[src/rtl/core/hm8_div.sv]
module hm8_div #(
  parameter int NW = 40,
  parameter int DW = 26,
  parameter int QW = 8
) (
  input  logic          clk_i,
  input  logic          rst_ni,
  input  logic          start_i,
  input  logic [NW-1:0] num_i,
  input  logic [DW-1:0] den_i,
  output logic          done_o,
  output logic [QW-1:0] quot_o
);

  localparam int RW   = (NW > DW + QW) ? NW : DW + QW;
  localparam int CNTW = (QW > 1) ? $clog2(QW) : 1;

  logic            busy_q;
  logic            done_q;
  logic [CNTW-1:0] cnt_q;
  logic [RW-1:0]   rem_q;
  logic [RW-1:0]   dsh_q;
  logic [QW-1:0]   quot_q;
  logic            fit;

  assign fit = (rem_q >= dsh_q);

  always_ff @(posedge clk_i or negedge rst_ni) begin
    if (!rst_ni) begin
      busy_q <= 1'b0;
      done_q <= 1'b0;
    end else begin
      done_q <= 1'b0;
      if (start_i) begin
        busy_q <= 1'b1;
      end else if (busy_q && cnt_q == '0) begin
        busy_q <= 1'b0;
        done_q <= 1'b1;
      end
    end
  end

  always_ff @(posedge clk_i) begin
    if (start_i) begin
      rem_q  <= RW'(num_i);
      dsh_q  <= RW'(den_i) << (QW - 1);
      cnt_q  <= CNTW'(QW - 1);
      quot_q <= '0;
    end else if (busy_q) begin
      if (fit) begin
        rem_q <= rem_q - dsh_q;
      end
      quot_q <= (quot_q << 1) | QW'(fit);
      dsh_q  <= dsh_q >> 1;
      cnt_q  <= cnt_q - CNTW'(1);
    end
  end

  assign done_o = done_q;
  assign quot_o = quot_q;

  a_start_idle: assert property (@(posedge clk_i) disable iff (!rst_ni)
    start_i |-> !busy_q) else $error("divider started while busy");

endmodule

[config.mk]
export PLATFORM = sky130hd
export DESIGN_NAME = hm8_div
export DESIGN_NICKNAME = d
export VERILOG_FILES = /design/src/rtl/core/hm8_div.sv
export SDC_FILE = /design/constraint.sdc
export NUM_CORES = 1
export LEC_CHECK = 0
export ABC_AREA = 0
export BUFFER_PORTS_ARGS = -buffer_cell sky130_fd_sc_hd__buf_2
export CAP_MARGIN = 25
export CORE_UTILIZATION = 63
export CTS_CLUSTER_DIAMETER = 40
export CTS_CLUSTER_SIZE = 14
export DETAILED_ROUTE_END_ITERATION = 12
export PLACE_DENSITY = 0.9
export SYNTH_ARGS = -nofsm -noshare
export SYNTH_HDL_FRONTEND = slang
export SYNTH_SLANG_ARGS = --single-unit
[constraint.sdc]
create_clock -name clk_i -period 6.82 [get_ports clk_i]
set_clock_uncertainty 0.05 [all_clocks]
set_input_delay 1.023 -clock clk_i [delete_from_list [all_inputs] [get_ports clk_i]]
set_output_delay 1.023 -clock clk_i [all_outputs]
set_load 0.05 [all_outputs]
Yosys cells after proc, flatten, opt, wreduce, memory -nomap -nowiden --
Index checks and enable logic that the tools add are counted. W data, S select, Z words.
Word-level totals: register bits after elaboration 86, output and inout port bits 9, bits of input ports 69, logic and storage cells 26
Cells by class: $lt $le $gt $ge 1, bitwise gates (word level) 1, add/sub/neg operators 2, reduce and logical (&&, ||, !) cells 6, multiplexer cells 9
Operator list (number):
- $mux W40 | 3
- $mux W33 | 2
- $ge A40 B33 Y1 | 1
- $sub A40 B33 Y40 | 1
- $or A8 B1 Y8 | 1
- $reduce_bool A2 Y1 | 3
- $mux W1 | 4
- $logic_not A3 Y1 | 1
- $sub A3 B1 Y3 const B | 1
- $reduce_and A2 Y1 | 1
- $logic_and A1 B1 Y1 | 1

Logic depth before layout (Yosys ltp) --
Gate-level depths: netlist (run 1).
depth after elaboration 4, depth in mapped cells 12, gate-level depth less buffers 12

Least setup slack after synthesis (run 1) --
No wires, ideal clock.
path type flip-flop to flip-flop, from register rem_q[0], to register rem_q[0], enable pin, data required time 6.239 ns, stages on the path, launching flop included 13, buffers on the path 0, path slack 3.425 ns, data arrival time 2.813 ns, path through edfxtp_1 > inv_1 > ha_1 > inv_1 > fa_1 > a21o_1 > a21oi_1 > o41a_1 > a211oi_1 > nor2_1 > a21oi_1 > o211ai_1 > nand2_1
Between the ends: cells in the longest elaborated chain, start to end 3
Ends and longest elaborated chain:
- start: declaration | RTL line 21 | logic [RW-1:0] rem_q;
- start signal: assignment | RTL line 45 | rem_q <= RW'(num_i);
- start signal: assignment | RTL line 51 | rem_q <= rem_q - dsh_q;
- $ge A40 B33 Y1 | RTL line 26 | assign fit = (rem_q >= dsh_q);
- $reduce_bool A2 Y1 (no source line)
- $reduce_and A2 Y1 (no source line)
No other way between the ends. A chain may end at the register's enable or synchronous reset.

Worst setup path in the final report (run 1) --
from register rem_q[0], to register rem_q[23], enable pin
The elaborated chain is that of the path after synthesis.

==> impl_metrics.py, run 1 <==
metrics = {
    "routing": {
        "antenna_left": 0,
        "via_per_inst": 6.03,
        "drt_iter0_drc": 357,
        "num_vias": 4970,
        "firstDrtPassIters": 5,
        "drc": 0,
        "wire_per_inst_um": 16.4,
        "drt-total-wl_um": 13500,
    },
    "status": {
        "status": "complete, no violations",
    },
    "power_and_ir_drop": {
        "power.leakage_nw": 2.89,
        "power_density_mw_per_mm2": 385,
        "ir_worst_vdd_mv": 0.227,
    },
    "yosys": {
        "synth_area_mm2": 0.00573,
        "syn_avg_cell_area_um2": 8.75,
        "ys_seq_area_frac": 0.418,
        "ys_types": 60,
        "syn_nets": 760,
        "async_flop_share": 0.0233,
        "synthCells": 655,
        "synth_top_flop_cell": "edfxtp_1",
        "synth_edf_count": 66,
        "ys_warn_count": 0,
        "ys_seq_elements": 86,
    },
    "setup_path": {
        "reg2reg_from": "rem_q[0]",
        "endpoint_kind": "register",
        "start_kind": "register",
        "arrival_ns": 3.72,
        "cp_num_cells": 13,
        "max_stage_delay_ns": 0.50,
        "reg2reg_depth": 13,
        "cp_slowest_cell": "nand2_1",
        "cp_max_fo": 26,
        "crit_start": "rem_q[0]",
        "cp_top_family": "compound AO/OA/AOI/OAI gates",
        "critPathKind": "register to register",
        "crit_chain": "inv_1, ha_1, inv_1, fa_1, a21o_1, a21oi_1, o41a_1, a211oi_1, nor2_1, a21oi_1, o211ai_1, nand2_1, buf_4",
        "worstPathRequired_ns": 6.80,
        "worst-path-buf-inv": 3,
    },
    "clock_tree": {
        "root_buffer": "clkbuf_8",
        "cts-htree-levels": 3,
        "clk-insertion-delay-late_ns": 0.37,
        "ctsResizeCount": 0,
        "postCtsSetupRepairBufs": 0,
        "cts_buffers": 9,
        "clk_pin_slew_worst_paths_ns": 0.09,
        "cts_tree": "done",
        "postCtsHoldBufs": 0,
        "cts_num_sinks": 86,
        "clockBufferDepth": 2,
    },
    "global_route": {
        "grt_overflow": 0,
        "grt_pass1_vias": 4711,
        "grt_pass1_wl_um": 22500,
        "grt_use_total": 0.293,
        "grt_start_max_net_pins": 96,
        "grt_antenna_before_repair": 0,
    },
    "timing": {
        "min_period_over_period": 0.548,
        "period_minus_slack_ns": 3.73,
        "hold_viol_final": 0,
        "rsz0062_at_grt": "false",
        "setup_violations": 0,
        "slew_viol_final": 0,
        "final.setup.worst_slack_ns": 3.09,
        "fin_tns_setup_ns": 0,
        "worstMarginPinSlew_ns": 0.793,
        "slew_headroom": 0.471,
        "fmax_mhz": 268,
    },
    "final_layout": {
        "register_area_mm2": 0.00239,
        "mostFrequentLayoutCells": "114 x nand2_1, 76 x buf_2, 67 x o21ai_0",
        "diodes": 0,
        "final_cells": 824,
        "layout_commonest_cell": "nand2_1",
        "area_growth_pct": 10.8,
        "nets": 816,
        "drive_gt1_frac": 0.147,
        "multiInputGateArea_mm2": 0.00303,
        "nFillCells": 645,
    },
    "flow_run": {
        "max-cap-violations": 0,
    },
    "floorplanning": {
        "core_area_mm2": 0.00876,
        "die_y_um": 97.4,
        "io_pins": 78,
        "fp.dieW_um": 97.4,
        "die_area_mm2": 0.00948,
        "start_util": 0.654,
        "num_rows": 34,
    },
    "placement": {
        "dp.final_hpwl_um": 9770,
        "portBuffers": 77,
        "dp.cells": 807,
        "dpl_worst_slack_ns": 3.15,
        "place.gp.congestion": 0.998,
    },
    "worst_hold_path": {
        "min_path_type": "primary input to asynchronous set/reset pin",
    },
}
## stage by stage
stage          area (µm²)  hold WS, ns  total power [W]   util
3_5_place_dp         6130        0.401          0.00206  0.700
2_1_floorplan        5730        0.371          0.00176      -
6_report             6350        0.375          0.00245  0.725
4_1_cts              6320        0.364          0.00242  0.721
3_3_place_gp         6130        0.396          0.00201  0.700
5_1_grt              6350        0.360          0.00262  0.725
## synthesized netlist by cell type (2+ instances only)
cell / count / area (µm²)
dfrtp_1: 2 / 50.1
nand2b_1: 2 / 12.5
o211ai_1: 3 / 22.5
edfxtp_1: 66 / 1980
nor3_1: 8 / 40.0
a21o_1: 22 / 165
a311oi_1: 2 / 17.5
dfxtp_1: 18 / 360
a211o_1: 2 / 17.5
xor2_1: 16 / 140
ha_1: 35 / 438
or2_2: 2 / 12.5
o21ai_1: 9 / 45.0
o41a_1: 3 / 33.8
a21oi_1: 39 / 195
inv_1: 43 / 161
nor2_1: 45 / 169
nand3_1: 8 / 40.0
a31oi_1: 7 / 43.8
o21bai_1: 6 / 45.0
nand2_1: 114 / 428
nor4_1: 4 / 25.0
clkbuf_1: 32 / 120
mux2i_1: 15 / 150
or4_1: 3 / 22.5
o21a_1: 3 / 22.5
mux2_2: 2 / 22.5
and3_1: 5 / 31.3
o31ai_1: 3 / 22.5
nor2b_1: 2 / 12.5
or3_1: 6 / 37.5
and2_1: 4 / 25.0
buf_4: 2 / 15.0
o21ai_0: 67 / 335
a211oi_1: 7 / 52.6
buf_1: 2 / 7.51
nand4_1: 12 / 75.1
xnor2_1: 12 / 105
## metal layers
metal / up-vias / routed length [µm] / GRT usage
li1: 2440 / - / -
met1: 2322 / 5790 / 0.382
met2: 174 / 6600 / 0.494
met3: 34 / 773 / 0.0489
met4: 0 / 325 / 0.102
met5: - / 0 / 0
## registers in the layout, summed over array words and instances, names as in the netlist
register / flops
rem_q: 40
busy_q: 1
cnt_q: 3
dsh_q: 33
quot_o: 8
done_o: 1
## area by class of cell
type,instances,share of cell area
Timing Repair Buffer,81,0.0690
Tap cell,108,0.0213
Multi-Input combinational cell,489,0.477
Clock buffer,10,0.0234
Sequential cell,86,0.377
Clock inverter,6,0.00650
Inverter,44,0.0260
## cell families (layout without fill, tap and decap cells)
logic type               Yosys count  after routing  share of synthesized area
AO/OA/AOI/OAI                    187            187                      0.204
XOR/XNOR                          28             28                     0.0428
multiplexers                      17             17                     0.0301
adder cells (fa/ha/maj)           36             36                     0.0799
AND/OR/NAND/NOR                  221            221                      0.171
buffers and inverters             80            141                     0.0537
flip-flops                        86             86                      0.418
## final timing paths
kind	endpoint	slack [ns]
max	rem_q[23]	3.09
min	done_o	0.38
max reg2reg	rem_q[23]	3.09
min reg2reg	done_o	0.42
max in group asynchronous	busy_q	6.25
min in group clk_i	done_o	0.42
## power by group
group / total (W) / leakage (nW) / internal (W) / switching [W]
Combinational: 0.00131 / 1.90 / 0.000511 / 0.000795
Sequential: 0.000782 / 0.887 / 0.000724 / 0.0000586
Clock: 0.000358 / 0.100 / 0.000156 / 0.000201
## worst reg2reg max path: stages, from the launching register on
cell,delay (ns)
edfxtp_1,0.35
inv_1,0.04
ha_1,0.19
inv_1,0.09
fa_1,0.25
a21o_1,0.16
a21oi_1,0.10
o41a_1,0.35
a211oi_1,0.41
nor2_1,0.17
a21oi_1,0.16
o211ai_1,0.11
nand2_1,0.50
buf_4,0.46
Note: power is estimated with default switching activity, not from simulation.
==> run 2, diff against run 1 <==
--- a/config.mk
+++ b/config.mk
@@ -8,11 +8,11 @@
 export ABC_AREA = 0
 export BUFFER_PORTS_ARGS = -buffer_cell sky130_fd_sc_hd__buf_2
 export CAP_MARGIN = 25
-export CORE_UTILIZATION = 63
+export CORE_UTILIZATION = 59
 export CTS_CLUSTER_DIAMETER = 40
 export CTS_CLUSTER_SIZE = 14
 export DETAILED_ROUTE_END_ITERATION = 12
-export PLACE_DENSITY = 0.9
+export PLACE_DENSITY = 0.86
 export SYNTH_ARGS = -nofsm -noshare
 export SYNTH_HDL_FRONTEND = slang
 export SYNTH_SLANG_ARGS = --single-unit
==> constraint.sdc (replaced) <==
create_clock -name clk_i -period 3.7 [get_ports clk_i]
set_clock_uncertainty 0.05 [all_clocks]
set_input_delay 0.555 -clock clk_i [delete_from_list [all_inputs] [get_ports clk_i]]
set_output_delay 0.555 -clock clk_i [all_outputs]
set_load 0.05 [all_outputs]
==> impl_metrics.py, run 2 (same netlist as run 1, synthesis figures left out) <==
metrics = {
    "status": {
        "status": "complete, no violations",
    },
    "final_layout": {
        "mostFrequentLayoutCells": "114 x nand2_1, 76 x buf_2, 67 x o21ai_0",
        "multiInputGateArea_mm2": 0.00303,
        "largest_register": "rem_q",
        "diodes": 0,
        "final_cell_area_mm2": 0.00640,
        "layout_commonest_cell": "nand2_1",
        "area_growth_pct": 11.8,
        "register_area_mm2": 0.00239,
        "drive_gt1_frac": 0.153,
        "utilization": 0.687,
        "nets": 821,
        "largest_reg_flops": 40,
        "nFillCells": 768,
    },
    "setup_path": {
        "critPathKind": "register to register",
        "max_stage_delay_ns": 0.44,
        "start_kind": "register",
        "cp_top_family": "compound AO/OA/AOI/OAI gates",
        "worstPathRequired_ns": 3.78,
        "cp_slowest_cell": "fa_1",
        "endpoint_kind": "register",
        "worst-path-buf-inv": 3,
        "cp_max_fo": 11,
        "crit_chain": "inv_1, ha_1, inv_1, fa_1, a21o_1, a21oi_1, o41a_1, a211oi_1, nor2_1, a21oi_1, o211ai_1, nand2_1, buf_4",
        "arrival_ns": 3.43,
    },
    "global_route": {
        "grt_antenna_before_repair": 0,
        "grt_use_total": 0.285,
        "grt_start_max_net_pins": 58,
        "grt_pass1_wl_um": 22800,
        "grt_overflow": 0,
        "grt_util_met1": 0.365,
        "grt_pass1_vias": 4905,
        "busiest_layer": "met2",
        "use_met2": 0.489,
        "grt.met3_usage": 0.0492,
    },
    "timing": {
        "rsz0062_at_grt": "false",
        "worstMarginPinSlew_ns": 0.791,
        "min_period_over_period": 0.906,
        "hold_slack_ns": 0.404,
        "period_minus_slack_ns": 3.35,
        "hold_viol_final": 0,
        "fmax_mhz": 298,
        "setup_violations": 0,
        "fin_tns_setup_ns": 0,
        "slew_headroom": 0.472,
        "slew_viol_final": 0,
    },
    "clock_tree": {
        "cts_num_sinks": 86,
        "clk_pin_slew_worst_paths_ns": 0.10,
        "root_buffer": "clkbuf_8",
        "postCtsSetupRepairBufs": 0,
        "cts_buffers": 9,
        "cts_tree": "done",
        "clockBufferDepth": 2,
        "postCtsHoldBufs": 1,
        "cts-htree-levels": 3,
        "ctsResizeCount": 0,
        "clk-insertion-delay-late_ns": 0.38,
    },
    "routing": {
        "antenna_left": 0,
        "via_per_inst": 5.96,
        "drc": 0,
        "firstDrtPassIters": 5,
        "num_vias": 5068,
        "drt-total-wl_um": 13900,
        "drt_iter0_drc": 282,
        "wire_per_inst_um": 16.4,
    },
    "power_and_ir_drop": {
        "power_density_mw_per_mm2": 706,
        "power_w": 0.00452,
        "ir_worst_vdd_mv": 0.318,
        "power.leakage_nw": 2.91,
    },
    "floorplanning": {
        "start_util": 0.614,
        "fp.dieW_um": 101,
        "num_rows": 35,
        "die_y_um": 101,
        "io_pins": 78,
        "core_area_mm2": 0.00933,
        "die_area_mm2": 0.0101,
    },
    "placement": {
        "place.gp.congestion": 0.972,
        "postPlaceCellArea_mm2": 0.00620,
        "dp.final_hpwl_um": 10200,
        "portBuffers": 77,
    },
    "worst_hold_path": {
        "min_path_type": "primary input to register",
    },
    "flow_run": {
        "max-cap-violations": 0,
    },
}
==> run 2: cell count changes in the layout (fill, tap and decap cells not counted), sizes merged <==
cell / before / now
inv: 46 / 47
dlygate4sd3: 0 / 1
buf: 81 / 85
clkinv: 4 / 3
==> run 2: worst register-to-register path, cell delays in order, from the launching register on <==
cell      delay [ns]
edfxtp_1        0.39
inv_1           0.07
ha_1            0.16
inv_1           0.07
fa_1            0.44
a21o_1          0.19
a21oi_1         0.24
o41a_1          0.18
a211oi_1        0.09
nor2_1          0.28
a21oi_1         0.11
o211ai_1        0.21
nand2_1         0.31
buf_4           0.32
==> run 2: layout make-up <==
type | instances | share of cell area
Clock buffer | 10 | 0.0233
Clock inverter | 6 | 0.00762
Tap cell | 129 | 0.0252
Multi-Input combinational cell | 489 | 0.473
Sequential cell | 86 | 0.374
Timing Repair Buffer | 86 | 0.0715
Inverter | 44 | 0.0258
==> run 2: power breakdown <==
part / total, W / internal (W) / switching, W
logic: 0.00239 / 0.000945 / 0.00144
registers: 0.00144 / 0.00133 / 0.000107
clock network: 0.000693 / 0.000296 / 0.000397
==> run 2: path summary, 6_finish.rpt <==
path	startpoint	slack (ns)	depth (start not counted)	to
setup / recovery	rem_q[0]	0.35	13	rem_q[21]
hold / removal	den_i[1]	0.40	3	dsh_q[8]
setup reg to reg	rem_q[0]	0.35	13	rem_q[21]
hold reg to reg	cnt_q[2]	0.41	1	done_o
max in group asynchronous	rst_ni	3.06	2	busy_q
min in group asynchronous	rst_ni	0.44	2	done_o
==> run 2: per-layer routing <==
layer | wire, µm | share of wire | vias to the layer above
li1 | - | - | 2455
met1 | 5900 | 0.42 | 2365
met2 | 6810 | 0.49 | 209
met3 | 903 | 0.065 | 39
met4 | 301 | 0.022 | 0
met5 | 0 | 0 | -
==> run 2: through the flow <==
step | worst slack (ns) | std cells
after floorplan | 0.305 | 655
after global placement | 0.542 | 833
after detailed placement | 0.399 | 833
after CTS | 0.362 | 850
after global routing | 0.134 | 850
final | 0.348 | 850
==> run 3, diff against run 2 <==
--- a/config.mk
+++ b/config.mk
@@ -8,11 +8,11 @@
 export ABC_AREA = 0
 export BUFFER_PORTS_ARGS = -buffer_cell sky130_fd_sc_hd__buf_2
 export CAP_MARGIN = 25
-export CORE_UTILIZATION = 59
+export CORE_UTILIZATION = 53
 export CTS_CLUSTER_DIAMETER = 40
 export CTS_CLUSTER_SIZE = 14
 export DETAILED_ROUTE_END_ITERATION = 12
-export PLACE_DENSITY = 0.86
+export PLACE_DENSITY = 0.81
 export SYNTH_ARGS = -nofsm -noshare
 export SYNTH_HDL_FRONTEND = slang
 export SYNTH_SLANG_ARGS = --single-unit
==> constraint.sdc (replaced) <==
create_clock -name clk_i -period 2.9 [get_ports clk_i]
set_clock_uncertainty 0.05 [all_clocks]
set_input_delay 0.435 -clock clk_i [delete_from_list [all_inputs] [get_ports clk_i]]
set_output_delay 0.435 -clock clk_i [all_outputs]
set_load 0.05 [all_outputs]
==> impl_metrics.py, run 3 (same netlist as run 1, synthesis figures left out) <==
metrics = {
    "status": {
        "status": "complete, but fails checks",
        "failed_checks": "setup timing",
    },
    "final_layout": {
        "mostFrequentLayoutCells": "113 x nand2_1, 76 x buf_2, 66 x edfxtp_1",
        "layout_commonest_cell": "nand2_1",
        "nets": 881,
        "nFillCells": 800,
        "largest_register": "rem_q",
        "area_growth_pct": 25.7,
        "largest_reg_flops": 40,
        "diodes": 0,
        "final_cell_area_mm2": 0.00720,
        "drive_gt1_frac": 0.269,
    },
    "timing": {
        "fmax_mhz": 330,
        "slew_headroom": 0.686,
        "worstMarginPinSlew_ns": 0.467,
        "min_period_over_period": 1.04,
        "period_minus_slack_ns": 3.03,
        "final.setup.worst_slack_ns": -0.129,
        "slew_viol_final": 0,
        "setup_violations": 45,
        "hold_slack_ns": 0.273,
        "hold_viol_final": 0,
        "rsz0062_at_grt": "true",
    },
    "setup_path": {
        "start_kind": "register",
        "worstPathRequired_ns": 2.96,
        "endpoint_kind": "register",
        "arrival_ns": 3.09,
        "cp_max_fo": 7,
        "critPathKind": "register to register",
    },
    "global_route": {
        "grt_pass1_vias": 5113,
        "grt_start_max_net_pins": 98,
        "grt_antenna_before_repair": 0,
        "grt_overflow": 0,
        "grt_use_total": 0.275,
        "grt_pass1_wl_um": 24300,
    },
    "placement": {
        "postPlaceCellArea_mm2": 0.00658,
        "place.gp.congestion": 0.902,
        "dpl_worst_slack_ns": -0.110,
        "dp.final_hpwl_um": 10800,
        "portBuffers": 77,
    },
    "routing": {
        "via_per_inst": 5.80,
        "drc": 0,
        "antenna_left": 0,
        "drt_iter0_drc": 348,
        "drt-total-wl_um": 15500,
        "num_vias": 5316,
        "wire_per_inst_um": 16.9,
        "firstDrtPassIters": 5,
    },
    "worst_hold_path": {
        "min_path_type": "primary input to register",
    },
    "power_and_ir_drop": {
        "p_clk_frac": 0.133,
        "switchingPower_w": 0.00275,
        "sw_frac_of_total": 0.420,
        "power_density_mw_per_mm2": 909,
        "power.leakage_nw": 3.27,
        "combPwrFrac": 0.583,
        "seq_power_share": 0.284,
        "ir_worst_vdd_mv": 0.441,
        "intPower_w": 0.00380,
    },
    "clock_tree": {
        "clk_pin_slew_worst_paths_ns": 0.10,
        "cts-htree-levels": 3,
        "clockBufferDepth": 2,
        "root_buffer": "clkbuf_8",
        "cts_num_sinks": 86,
        "cts_tree": "done",
        "cts_buffers": 9,
        "clk-insertion-delay-late_ns": 0.39,
    },
    "floorplanning": {
        "core_area_mm2": 0.0104,
        "num_rows": 37,
        "start_util": 0.550,
        "die_area_mm2": 0.0112,
        "die_y_um": 106,
        "io_pins": 78,
        "fp.dieW_um": 106,
    },
    "flow_run": {
        "max-cap-violations": 0,
    },
}
run 3: layer usage:
metal	routed length, µm	share of wire	up-vias	global-route usage
met4	390	0.025	0	0.118
met1	6620	0.43	2511	0.348
met2	7810	0.50	205	0.475
met5	0	0	-	0
li1	-	-	2571	-
met3	721	0.046	29	0.0300
run 3: worst paths after layout:
path | start | end | slack, ns | cells past startpoint
min in group asynchronous | rst_ni | done_o | 0.33 | 2
worst max register to register | dsh_q[7] | rem_q[5] | -0.13 | 13
worst min-delay path | num_i[26] | rem_q[26] | 0.27 | 3
worst min register to register | cnt_q[1] | cnt_q[1] | 0.45 | 2
max in group asynchronous | rst_ni | busy_q | 2.35 | 2
worst max-delay path | dsh_q[7] | rem_q[5] | -0.13 | 13
run 3: cell type report:
class,count,area (µm²),area share
Timing Repair Buffer,146,1010,0.141
Sequential cell,86,2400,0.333
Clock buffer,10,149,0.0207
Tap cell,136,170,0.0236
Clock inverter,6,50.0,0.00695
Inverter,44,165,0.0229
Multi-Input combinational cell,489,3250,0.452
run 3: what timing repair did:
action | in CTS | in global routing
gates cloned | 0 | 3
buffers inserted | 3 | 12
endpoints found under the hold margin | 2 | 0
hold buffers | 1 | 0
setup endpoints to repair | 50 | 57
gates resized for setup | 9 | 40
pin swaps | 6 | 34
run 3: power groups by stage:
stage                     Clock (W)  Combinational [W]  Sequential, W
after global placement            0            0.00326        0.00185
after detailed placement          0            0.00334        0.00187
final                      0.000873            0.00382        0.00186
after floorplan                   0            0.00231        0.00183
after global routing       0.000921            0.00417        0.00189
after CTS                  0.000880            0.00345        0.00184
run 3: critical path, stage by stage, from the launching register on:
cell       delay [ns]
edfxtp_1         0.36
inv_1            0.05
ha_1             0.32
buf_4            0.15
a21oi_1          0.06
o21ai_1          0.29
o21ai_0          0.23
a211oi_2         0.37
nor2_2           0.11
a21oi_1          0.17
o211ai_1         0.10
buf_4            0.18
nand2_8          0.13
clkbuf_16        0.17
run 3: per-stage QoR:
stage | cells | utilization | TNS (ns) | power (W)
floorplan | 655 | - | 0 | 0.00414
global placement | 882 | 0.632 | -0.129 | 0.00511
detailed placement | 882 | 0.632 | -0.315 | 0.00520
CTS | 902 | 0.659 | -0.0586 | 0.00618
global route | 917 | 0.691 | -7.38 | 0.00698
finish | 917 | 0.691 | -4.46 | 0.00654
